### src/rtl/sdbm_pkg.sv
`default_nettype none

package sdbm_pkg;

  localparam int SLOT_W  = 6;
  localparam int PORT_W  = 16;
  localparam int ADDR_W  = 64;
  localparam int SCORE_W = 2;

  // s_tdata: slot, local_port, remote_port, four address halves, usable
  localparam int IN_BITS   = SLOT_W + 2 * PORT_W + 4 * ADDR_W + 1;
  localparam int IN_DATA_W = ((IN_BITS + 7) / 8) * 8;
  // m_tdata: match_slot, match_score
  localparam int OUT_DATA_W = (((SLOT_W + SCORE_W) + 7) / 8) * 8;

  // Item kind carried on s_tuser
  typedef enum logic {
    OP_LOOKUP = 1'b0,
    OP_WRITE  = 1'b1
  } op_t;

  // One socket entry, also used as the lookup key of a packet
  typedef struct packed {
    logic [ADDR_W-1:0] remote_addr_lo;
    logic [ADDR_W-1:0] remote_addr_hi;
    logic [ADDR_W-1:0] local_addr_lo;
    logic [ADDR_W-1:0] local_addr_hi;
    logic [PORT_W-1:0] remote_port;
    logic [PORT_W-1:0] local_port;
  } entry_t;

  // Controller states
  typedef enum logic [2:0] {
    ST_CLEAR,
    ST_IDLE,
    ST_SCAN,
    ST_DRAIN,
    ST_DONE
  } state_t;

endpackage

`default_nettype wire

### src/rtl/sdbm_scan.sv
`default_nettype none

// Match and best-so-far pipeline: read tag align, score stage, best update.
module sdbm_scan #(
  parameter int IDX_W = 6
) (
  input  wire                          clk,
  input  wire                          rst,
  input  wire                          start,
  input  wire                          issue_valid,
  input  wire                          issue_last,
  input  wire [IDX_W-1:0]              issue_idx,
  input  sdbm_pkg::entry_t             key,
  input  sdbm_pkg::entry_t             rdata,
  input  wire                          rusable,
  output logic                         done,
  output logic                         found,
  output logic [IDX_W-1:0]             best_idx,
  output logic [sdbm_pkg::SCORE_W-1:0] best_score
);

  // tag that lines up with the memory read data
  logic             tag_valid;
  logic             tag_last;
  logic [IDX_W-1:0] tag_idx;

  // score stage
  logic                         hit_valid;
  logic                         hit_last;
  logic                         hit;
  logic [IDX_W-1:0]             hit_idx;
  logic [sdbm_pkg::SCORE_W-1:0] hit_score;

  logic                         rp_spec, la_spec, ra_spec;
  logic                         rp_ok, la_ok, ra_ok;
  logic                         hit_next;
  logic [sdbm_pkg::SCORE_W-1:0] score_next;

  always_ff @(posedge clk) begin
    if (rst) begin
      tag_valid <= 1'b0;
    end else begin
      tag_valid <= issue_valid;
    end
    tag_last <= issue_last;
    tag_idx  <= issue_idx;
  end

  // compare entry against packet; zero remote port and address fields are wildcards
  always_comb begin
    rp_spec = rdata.remote_port != '0;
    la_spec = (rdata.local_addr_hi | rdata.local_addr_lo) != '0;
    ra_spec = (rdata.remote_addr_hi | rdata.remote_addr_lo) != '0;
    rp_ok   = !rp_spec || (rdata.remote_port == key.remote_port);
    la_ok   = !la_spec || (rdata.local_addr_hi == key.local_addr_hi &&
                           rdata.local_addr_lo == key.local_addr_lo);
    ra_ok   = !ra_spec || (rdata.remote_addr_hi == key.remote_addr_hi &&
                           rdata.remote_addr_lo == key.remote_addr_lo);
    hit_next = rusable && (rdata.local_port == key.local_port) &&
               rp_ok && la_ok && ra_ok;
    score_next = sdbm_pkg::SCORE_W'(rp_spec) + sdbm_pkg::SCORE_W'(la_spec) +
                 sdbm_pkg::SCORE_W'(ra_spec);
  end

  always_ff @(posedge clk) begin
    if (rst) begin
      hit_valid <= 1'b0;
    end else begin
      hit_valid <= tag_valid;
    end
    hit_last  <= tag_last;
    hit       <= hit_next;
    hit_idx   <= tag_idx;
    hit_score <= score_next;
  end

  // keep the first entry with the highest score
  always_ff @(posedge clk) begin
    if (rst) begin
      found <= 1'b0;
      done  <= 1'b0;
    end else begin
      done <= hit_valid && hit_last;
      if (start) begin
        found <= 1'b0;
      end else if (hit_valid && hit && (!found || hit_score > best_score)) begin
        found <= 1'b1;
      end
    end
    if (start) begin
      best_idx   <= '0;
      best_score <= '0;
    end else if (hit_valid && hit && (!found || hit_score > best_score)) begin
      best_idx   <= hit_idx;
      best_score <= hit_score;
    end
  end

endmodule

`default_nettype wire

### config.mk
export PLATFORM = sky130hd
export DESIGN_NAME = sdbm_scan
export DESIGN_NICKNAME = d
export VERILOG_FILES = /design/src/rtl/sdbm_pkg.sv /design/src/rtl/sdbm_scan.sv
export SDC_FILE = /design/constraint.sdc
export NUM_CORES = 1
export LEC_CHECK = 0
export BUFFER_PORTS_ARGS = -buffer_cell sky130_fd_sc_hd__buf_2
export CORE_AREA = 2 2 233 235
export CTS_CLUSTER_DIAMETER = 40
export DETAILED_ROUTE_END_ITERATION = 8
export DIE_AREA = 0 0 235 237
export SLEW_MARGIN = 20
export SYNTH_ARGS = -nofsm -noshare
export SYNTH_HDL_FRONTEND = slang
export SYNTH_SLANG_ARGS = --single-unit
### constraint.sdc
create_clock -name clk -period 1.6 [get_ports clk]
set_input_delay 0.24 -clock clk [delete_from_list [all_inputs] [get_ports clk]]
set_output_delay 0.24 -clock clk [all_outputs]
set_load 0.01 [all_outputs]
==> results.md, run 1 <==
- FF-to-FF path depth: 8
- Overall routing resource usage: 0.148
- H-tree levels: 2
- Status: finished with violations
- Placed cell count: 2007
- Register bit total from synthesis: 29
- Reg2Reg Setup Slack: 0.03 ns
- Cell mode on critical path: buf_4
- Die Span X: around 240 µm
- Final setup vio count: 3
- CP max stage cell: nor4_4
- Post-synth EDFFs: 0
- Synthesis-to-finish area growth: 132%
- Layout cells sized above 1: 0.635
- Global route hottest layer: met1
- DP Area: ~10000 µm²
- Vias in the first global route: 7481
- Drt first pass iters: 5
- FF/Latch Area: between 500 and 600 µm²
- Slew headroom: 0.608
- Fin crit period: slightly below 2 ns
- Worst-Skew Late Latency: 0.27 ns
- Wire length per cell: roughly 22 µm
- Critical setup path kind: input pin to flop
- CP required: about 1.8 ns
- TritonCTS clock tree: yes
- Register area share after synthesis: 0.127
- Post-CTS Hold Fix Bufs: 0
- Post-synthesis cell area: 4560 µm²
- Largest net degree at the start of global routing: 10
- First-pass GRT wire length: approximately 57000 µm
- Syn_nets: 1141
- First DRT Iteration DRCs: between 400 and 500
- Initial antenna violation count: 16
- WHS Path Cells: 1
- Met2 Usage GRT: 0.212
- Critical path endpoint category: flop
- CORE AREA: between 50000 and 60000 µm²
- Power Dens Cells: ~410 nW/µm²
- Reg2reg end: best_idx[2]
- Overall power: 4.29 mW
- Slew @ Worst Pin: between 0.5 and 0.6 ns
- Crit path max fanout: 2
- Clock Skews: 0.00238 ns
- Hold Crit Endpoint: tag_idx[2]
- CTS root buffer: clkbuf_16
- Worst setup SP type: input pin
- Synthesized area per cell: around 8.3 µm²
- Final Hold Fails: 0
- Max clock buf depth: 2
- Max Cap Violations: 0
- Crit path DAT: 2.13 ns
- Multi-input combinational cell area: 4470 µm²
- Setup_tns: -0.678 ns
- Min-Delay Startpoint: issue_idx[2]
- Hpwl dp: around 42000 µm
- Leakage: a little under 5 nW
- Boundary Pins: 598
- Synth Flop Type: dfxtp_1
- Via count: approximately 7600
- Clock-pin transition on the worst setup and hold timing paths: 0.05 ns
- Final Util: 0.198
- Total CTS buffers: 5
- Fmax: 0.514 GHz
- Largest vdd supply drop: between 0.0003 and 0.0004 V
- Nets: roughly 1900
- Routed Antenna Nets: 0
- Period Utilization, post-route: 1.22
- Cell row count: between 80 and 90
- Max Slew Vio Count: 0
- Cells along the critical path: clkbuf_4 -> xor2_2 -> nor4_4 -> buf_4 -> nand4_1 -> nor4_2 -> buf_4 -> nand2_4 -> a221oi_2
- Mapped Cells: 550
- Final WL: approximately 45000 µm
- DR DRC count: 0
- Crit-path max cell delay: around 0.35 ns
- Worst reg2reg path startpoint: best_score[1]
- Starting Density: 0.0855
- Pre-CTS WS: -0.984 ns
- RSZ-0062 raised after global routing: yes
- Hold_ws: 0.0698 ns
- Fillers: ~6000
- GP Congestion: 0.992
- CTS Sinks: 29
- Die footprint: about 56000 µm²
- Port-buffer cells: 597
- GR Util met1: 0.229
- Failing checks: setup timing
- Final Non-Filler Cells: between 2000 and 2500
- Vias per inst: about 3.8
- Final instance area: about 11000 µm²
- Worst setup margin: -0.346 ns
- Number of distinct library cells after synthesis: 29
- Met3 Use GR: 0.0372
- Post-synth ARST share: 0
- GRT overflow: 0
- Worst Hold Class: input pin to flop
- Die Ht: about 240 µm
- Ys Warns: 0
-- placed cells by master, fill, tap and decap left out, types with 2 or more instances in the layout --
cell	n
a22o_1	3
xor2_2	2
xnor2_1	111
nor4_1	89
clkbuf_16	6
buf_4	162
nand2_2	3
buf_2	581
xor2_1	154
nand4_1	58
nor2_1	9
nor4_2	20
nor4_4	13
inv_1	7
xnor2_4	3
inv_2	2
diode_2	2
buf_6	11
mux2i_1	7
xnor2_2	10
nand2_1	6
buf_12	4
buf_8	4
dfxtp_2	3
dfxtp_1	26
o22ai_1	2
nor2b_1	2
-- routing by layer --
metal,up-vias,share of wire
met2,363,0.41
li1,3595,-
met3,36,0.080
met1,3562,0.50
met4,24,0.0036
met5,-,0.0033
-- cell families (layout without fill, tap and decap cells) --
logic type / count (synthesis) / count (layout) / synth area share
flip-flops: 29 / 29 / 0.127
XOR/XNOR: 280 / 280 / 0.540
AND/OR/NAND/NOR: 207 / 207 / 0.275
multiplexers: 7 / 7 / 0.0154
adder cells (fa/ha/maj): 3 / 3 / 0.00988
AO/OA/AOI/OAI: 13 / 13 / 0.0231
other: 0 / 2 / 0
buffers and inverters: 11 / 782 / 0.00906
-- worst max-delay path by stage --
stage                              end  cells after the start  startpoint  slack, ns
after floorplan                    hit                      6  rdata[200]      -0.08
after global placement             hit                      8  rdata[226]      -0.94
after detailed placement  hit_score[0]                      7   rdata[51]      -0.98
after CTS                          hit                     10  rdata[136]      -0.32
after global routing               hit                      8  rdata[202]      -0.38
final                              hit                      9  rdata[144]      -0.35
-- critical path: cells and delay by family --
kind	cells	cell delay, ns
buffers and inverters	3	0.56
XOR/XNOR	1	0.19
AO/OA/AOI/OAI	1	0.24
AND/OR/NAND/NOR	4	0.87
-- cell usage after synthesis (2+ instances only) --
| master | number | area share |
|---|---|---|
| a21oi_1 | 2 | 0.0022 |
| a22o_1 | 3 | 0.0058 |
| dfxtp_1 | 29 | 0.13 |
| ha_1 | 2 | 0.0055 |
| inv_1 | 8 | 0.0066 |
| mux2i_1 | 7 | 0.015 |
| nand2_1 | 10 | 0.0082 |
| nand4_1 | 58 | 0.080 |
| nor2_1 | 10 | 0.0082 |
| nor2b_1 | 3 | 0.0041 |
| nor4_1 | 121 | 0.17 |
| o221ai_1 | 2 | 0.0038 |
| o22ai_1 | 2 | 0.0027 |
| xnor2_1 | 124 | 0.24 |
| xor2_1 | 155 | 0.30 |
-- what timing repair did --
action	CTS	global route
resized for setup	71	43
cloned	0	1
setup buffers	2	0
pin swaps	26	27
endpoints found under the setup margin	3	11
-- power by group --
group / internal, mW / leakage, nW / switching, mW
combinational: 1.27 / 4.59 / 1.20
sequential: 0.746 / 0.239 / 0.00491
clock: 0.774 / 0.0841 / 0.292
-- area by class of cell --
class / count / share of cell area
Multi-Input combinational cell: 510 / 0.423
Timing Repair Buffer: 764 / 0.418
Tap cell: 696 / 0.0824
Sequential cell: 29 / 0.0553
Clock buffer: 7 / 0.0135
Inverter: 10 / 0.00355
Clock inverter: 1 / 0.00284
Antenna cell: 2 / 0.000474
-- sequential cells by signal (all words and copies together) (netlist names) --
register,count
best_idx,6
hit_idx,6
tag_idx,6
best_score,2
hit_score,2
done,1
found,1
hit,1
hit_last,1
hit_valid,1
tag_last,1
tag_valid,1
Note: power is estimated with default switching activity, not from simulation.
==> run 2: changes to the inputs <==
- SETUP_SLACK_MARGIN: unset -> 0.15
==> run 2 against run 1 <==
The flow still finishes with violations (setup timing). Via count decreased by 3.0%. Global-route usage decreased by 0.62 points. Die area is the same. Count of clock-buffer cells in the layout is 1 lower. Fmax shrank 1.5%. Sequential share of layout area increased by 0.23 points. Clock skew increased by 0.0041 ns. Wire length is 6.2% lower. Critical path type unchanged. Critical endpoint unchanged. Highest routed layer unchanged.
==> results.md, run 2 (synthesis results as in run 1) <==
- Pre-CTS WS: -0.987 ns
- RSZ-0062 raised after global routing: yes
- Overall routing resource usage: 0.142
- Worst setup SP type: input pin
- Crit path max fanout: 2
- Die Span X: between 200 and 250 µm
- First DRT Iteration DRCs: a little over 500
- Worst reg2reg path startpoint: hit_score[1]
- Via count: about 7400
- Worst-Skew Late Latency: between 0.2 and 0.3 ns
- Cell row count: 85
- Slew headroom: 0.517
- Critical path endpoint category: flop
- CP required: 1.78 ns
- Crit path from: rdata[276]
- CP max stage cell: or4_4
- Crit path DAT: ~2.2 ns
- Crit-path max cell delay: ~0.53 ns
- Final Hold Fails: 0
- Starting Density: 0.0855
- Worst setup margin: -0.375 ns
- Routed Antenna Nets: 0
- Power Dens Cells: roughly 410 nW/µm²
- Max clock buf depth: 2
- Synthesis-to-finish area growth: 124%
- CTS root buffer: clkbuf_16
- DR DRC count: 0
- Die Ht: 237 µm
- Routed length on met2: 17800 µm
- Hpwl dp: ~39000 µm
- Layout cells sized above 1: 0.624
- Port-buffer cells: about 600
- Fin crit period: between 1.5 and 2 ns
- CTS Sinks: 29
- Initial antenna violation count: 12
- Period Utilization, post-route: 1.23
- CP Buf/Inv Count: 1
- Clock-pin transition on the worst setup and hold timing paths: 0.05 ns
- Max Cap Violations: 0
- GP Congestion: 0.978
- Nets: 1892
- Wl on met1: between 20000 and 25000 µm
- Slew @ Worst Pin: 0.722 ns
- Final Util: 0.191
- Worst Hold Class: input pin to flop
- Leakage: roughly 4.7 nW
- Final setup vio count: 3
- WHS Path Cells: 1
- Die footprint: 55700 µm²
- GRT overflow: 0
- Setup_tns: -1.01 ns
- Met3 routed WL: around 3200 µm
- CORE AREA: 53300 µm²
- Clock Skews: 0.00650 ns
- Cells along the critical path: buf_2 -> xnor2_1 -> nand4_1 -> nor4_1 -> nand2_1 -> or4_4 -> a221oi_2
- TritonCTS clock tree: yes
- Final WL: 41800 µm
- Fmax: approximately 0.51 GHz
- Drt first pass iters: 4
- Hold Crit Endpoint: tag_idx[2]
- Max Slew Vio Count: 0
- Total CTS buffers: 5
- Min-Delay Startpoint: issue_idx[2]
- Critical setup path kind: input pin to flop
- Failing checks: setup timing
- Post-CTS Hold Fix Bufs: 0
- First-pass GRT wire length: about 55000 µm
- Wire length per cell: 20.8 µm
- Final Non-Filler Cells: about 2000
- Boundary Pins: about 600
- Biggest regs: best_idx: 6 flops, hit_idx: 6 flops, tag_idx: 6 flops
- FF-to-FF path depth: 7
- Status: finished with violations
- CP delay by family, top: simple AND/OR/NAND/NOR gates
- Vias per inst: roughly 3.7
- Reg2reg end: best_idx[4]
- Most common cell after layout, fill and taps aside: buf_2
- Reg2Reg Setup Slack: about 0.090 ns
- Commonest non-fill, non-tap cells in the layout: 597 x buf_2, 155 x xor2_1, 142 x buf_4, 116 x xnor2_1, 86 x nor4_1
- Largest net degree at the start of global routing: 11
- Vias in the first global route: around 7500
- Placed cell count: ~2000
- Largest vdd supply drop: around 0.00032 V
- H-tree levels: 2
- Top Layer Used: met5
run 2: cell types whose count changed in the layout (fill, tap and decap cells not counted), moves of 4 or more:
cell,change
nor4_2,+9
buf_2,+16
xnor2_1,+5
buf_8,-4
buf_4,-20
nor4_4,-6
buf_6,-10
diode_2,+6
run 2: where the power goes:
part | leakage (nW) | switching [mW] | total [mW] | internal, mW
Clock | 0.0831 | 0.339 | 1.11 | 0.775
Combinational | 4.37 | 1.16 | 2.36 | 1.20
Sequential | 0.239 | 0.00521 | 0.748 | 0.743
run 2: area by class of cell:
| cell class | count | area, µm² |
|---|---|---|
| diodes | 8 | 20.0 |
| clock inverters | 2 | 37.5 |
| flip-flops and latches | 29 | 587 |
| inverters | 10 | 37.5 |
| repair buffers | 745 | 4170 |
| multi-input cells | 510 | 4340 |
| fillers | 6120 | 43100 |
| clock buffers | 6 | 139 |
| well taps | 696 | 871 |
run 2: worst max-delay path by stage:
| stage | to | slack (ns) | cells past startpoint |
|---|---|---|---|
| global route | hit | -0.47 | 8 |
| detailed placement | hit | -0.99 | 7 |
| CTS | hit | -0.41 | 9 |
| global placement | hit | -0.99 | 7 |
| floorplan | hit | -0.02 | 6 |
| finish | hit | -0.38 | 7 |
run 2: per-layer routing:
| metal | track usage | vias to the layer above |
|---|---|---|
| met5 | 0 | - |
| met4 | 0.0178 | 8 |
| met3 | 0.0312 | 26 |
| met2 | 0.209 | 366 |
| met1 | 0.212 | 3398 |
| li1 | - | 3555 |
run 2: through the flow:
stage / instance area, µm² / power, mW / hold WS, ns
global route: 10200 / 4.47 / 0.0509
detailed placement: 9740 / 3.06 / 0.312
finish: 10200 / 4.22 / 0.0612
global placement: 9740 / 3.08 / 0.311
floorplan: 4750 / 1.41 / 0.268
CTS: 10100 / 4.26 / 0.0496
run 2: timing repair:
action,4_1_cts,5_1_grt
setup buffers,3,0
gates cloned,0,0
endpoints found under the setup margin,11,11
pin swaps,4,7
gates resized for setup,32,6
==> run 3: changes to the inputs <==
- ABC_AREA: unset -> 1
- CORE_AREA: 2 2 233 235 -> 2 2 229 231
- DIE_AREA: 0 0 235 237 -> 0 0 231 233
- MAX_ROUTING_LAYER: unset -> met4
==> run 3 against run 2 <==
The run still ends with setup timing left. Synthesized area increased by 27%. Worst setup slack improved by 0.35 ns. Total power increased by 2.1%. Non-clock buffer count increased by 63. Worst hold slack improved by 0.010 ns. Critical path depth increased by 2. Critical path type unchanged.
==> results.md, run 3 <==
- Boundary Pins: between 500 and 600
- Worst-Skew Late Latency: between 0.2 and 0.3 ns
- Largest vdd supply drop: roughly 0.00032 V
- Total CTS buffers: 5
- FF-to-FF path depth: 9
- Port-buffer cells: 597
- Final setup vio count: 1
- Post-CTS Setup Bufs: 0
- Post-synthesis cell area: around 5800 µm²
- Layout cells sized above 1: 0.470
- Synthesized area per cell: about 5.5 µm²
- Leakage: around 6.3 nW
- Hpwl dp: between 30000 and 40000 µm
- Crit path max fanout: 2
- Wire length per cell: 13.4 µm
- Post-CTS Hold Fix Bufs: 0
- Largest net degree at the start of global routing: 11
- Worst setup SP type: input pin
- Slew @ Worst Pin: roughly 0.33 ns
- CP delay by family, top: simple AND/OR/NAND/NOR gates
- Worst Hold Class: input pin to flop
- Most common cell after layout, fill and taps aside: buf_2
- FF/Latch Area: about 600 µm²
- Final Util: 0.230
- Synth Flop Type: dfxtp_1
- Routed Antenna Nets: 0
- Initial antenna violation count: 8
- DR DRC count: 0
- Hold Crit Endpoint: tag_idx[5]
- Drt first pass iters: 4
- Slew headroom: 0.775
- CORE AREA: 51100 µm²
- Min-Delay Startpoint: issue_idx[5]
- Most numerous cell in the Yosys netlist: nand2_1
- Max Slew Vio Count: 0
- First DRT Iteration DRCs: approximately 310
- Critical setup path kind: input pin to flop
- Multi-input combinational cell area: 4970 µm²
- Post-synth top cells: 334 x nand2_1, 242 x nor2_1, 124 x inv_1
- Period Utilization, post-route: 1.01
- Register area share after synthesis: 0.100
- Fin crit period: between 1.5 and 2 ns
- Synthesis-to-finish area growth: 103%
- H-tree levels: 2
- WHS Path Cells: 1
- Worst setup margin: -0.0219 ns
- Final WL: around 34000 µm
- Die Span X: roughly 230 µm
- CP Buf/Inv Count: 3
- Mapped Cells: about 1100
- CTS root buffer: clkbuf_16
- Post-synth ARST share: 0
- CP required: approximately 1.8 ns
- Clock-pin transition on the worst setup and hold timing paths: around 0.050 ns
- Fmax: 0.617 GHz
- First-pass GRT wire length: about 49000 µm
- Vias in the first global route: 8910
- Max Cap Violations: 0
- Cell mode on critical path: buf_4
- Synth top area cells: nand2_1 22%, xnor2_1 16%, xor2_1 16%
- RSZ-0062 raised after global routing: yes
- Reg2reg end: best_idx[2]
- Die Ht: between 200 and 250 µm
- Leading area contributor after synthesis: nand2_1
- Reg2Reg Setup Slack: ~0.07 ns
- Critical path endpoint category: flop
- Ys Warns: 0
- Die footprint: 53800 µm²
- Vias per inst: between 3 and 4
- Final Hold Fails: 0
- Status: finished with violations
- Crit-path max cell delay: ~0.5 ns
- Post-synth EDFFs: 0
- Cell row count: between 80 and 90
- Overall routing resource usage: 0.124
- Biggest regs: best_idx: 6 flops, hit_idx: 6 flops, tag_idx: 6 flops
- GRT overflow: 0
- Cells along the critical path: buf_4 -> nor4_2 -> buf_4 -> nand4_1 -> nor2_1 -> nand2_2 -> nor2_4 -> inv_2 -> fa_2
- Starting Density: 0.114
- Overall power: between 4 and 5 mW
- Clock Skews: between 0.004 and 0.005 ns
- Crit path DAT: around 1.8 ns
- Number of distinct library cells after synthesis: 29
- Power Dens Cells: between 300 and 400 nW/µm²
- Via count: ~9100
- Max clock buf depth: 2
- TritonCTS clock tree: yes
- Nets: 2471
- Failing checks: setup timing
- Register bit total from synthesis: 29
- Syn_nets: roughly 1700
- Fillers: 5949
- Worst reg2reg path startpoint: hit_score[1]
- Synth top area share: 0.216
- GP Congestion: roughly 0.99
- CTS Sinks: 29
- CP max stage cell: fa_2
- Commonest non-fill, non-tap cells in the layout: 586 x buf_2, 322 x nand2_1, 229 x nor2_1, 211 x buf_4, 122 x inv_1
run 3: timing repair:
| action | CTS | global route |
|---|---|---|
| pin swaps | 24 | 9 |
| hold endpoints to repair | 0 | 0 |
| setup endpoints to repair | 12 | 12 |
| cloned | 1 | 1 |
| gates resized for setup | 58 | 27 |
run 3: worst max-delay path by stage:
stage	startpoint	end	slack, ns	depth (start not counted)
3_5_place_dp	rdata[200]	hit_score[0]	-0.58	7
4_1_cts	rdata[186]	hit_score[0]	0.04	9
6_report	rdata[144]	hit_score[0]	-0.02	9
2_1_floorplan	rdata[95]	hit_score[0]	0.11	9
3_3_place_gp	rdata[200]	hit_score[0]	-0.63	7
5_1_grt	rdata[144]	hit_score[0]	-0.15	9
run 3: cell type report:
cell class                 instances  share of cell area
tap                              680              0.0723
clock inverter                     2             0.00319
antenna                            5             0.00106
clock buffer                       6              0.0118
timing repair buffer             808               0.395
timing repair inverter             1            0.000425
inverter                         138              0.0444
multi-input combinational        897               0.423
sequential                        29              0.0495
run 3: logic make-up (layout without fill, tap and decap cells):
logic type                 count (synthesis)  after routing  share of synthesized area
AOI/OAI and AO/OA                         21             21                     0.0200
xor gates and xnor gates                 212            212                      0.320
adders and majority gates                  3              3                    0.00776
buffers and inverters                    138            955                     0.0892
DFF                                       29             29                      0.100
other                                      0              5                          0
and+or+nand+nor                          660            661                      0.463
run 3: metrics by stage:
stage / hold WS [ns] / area, µm² / instances / TNS, ns / setup slack (ns)
detailed placement: 0.315 / 11200 / 2551 / -1.42 / -0.577
global route: 0.0620 / 11800 / 2566 / -0.410 / -0.150
floorplan: 0.268 / 5810 / 1063 / 0 / 0.107
finish: 0.0714 / 11800 / 2566 / -0.0219 / -0.0219
CTS: 0.0596 / 11700 / 2560 / 0 / 0.0376
global placement: 0.312 / 11200 / 2551 / -1.58 / -0.626
run 3: power breakdown:
| part | total (mW) | internal [mW] | leakage, nW | switching [mW] |
|---|---|---|---|---|
| Clock | 1.10 | 0.775 | 0.0831 | 0.328 |
| Sequential | 0.751 | 0.744 | 0.239 | 0.00630 |
| Combinational | 2.45 | 1.35 | 5.96 | 1.10 |
run 3: per-layer routing:
metal,part of all wire,track usage,vias to the layer above
met1,0.44,0.153,3860
met3,0.063,0.0200,30
met4,0.018,0.0258,0
li1,-,-,4869
met5,0,-,-
met2,0.48,0.210,338
run 3: worst reg2reg max path, delay by kind of cell (launching register included):
kind | cells | cell delay, ns
buffers and inverters | 2 | 0.17
adders and majority gates | 1 | 0.23
AOI/OAI and AO/OA | 1 | 0.16
and+or+nand+nor | 5 | 0.46
DFF | 1 | 0.41
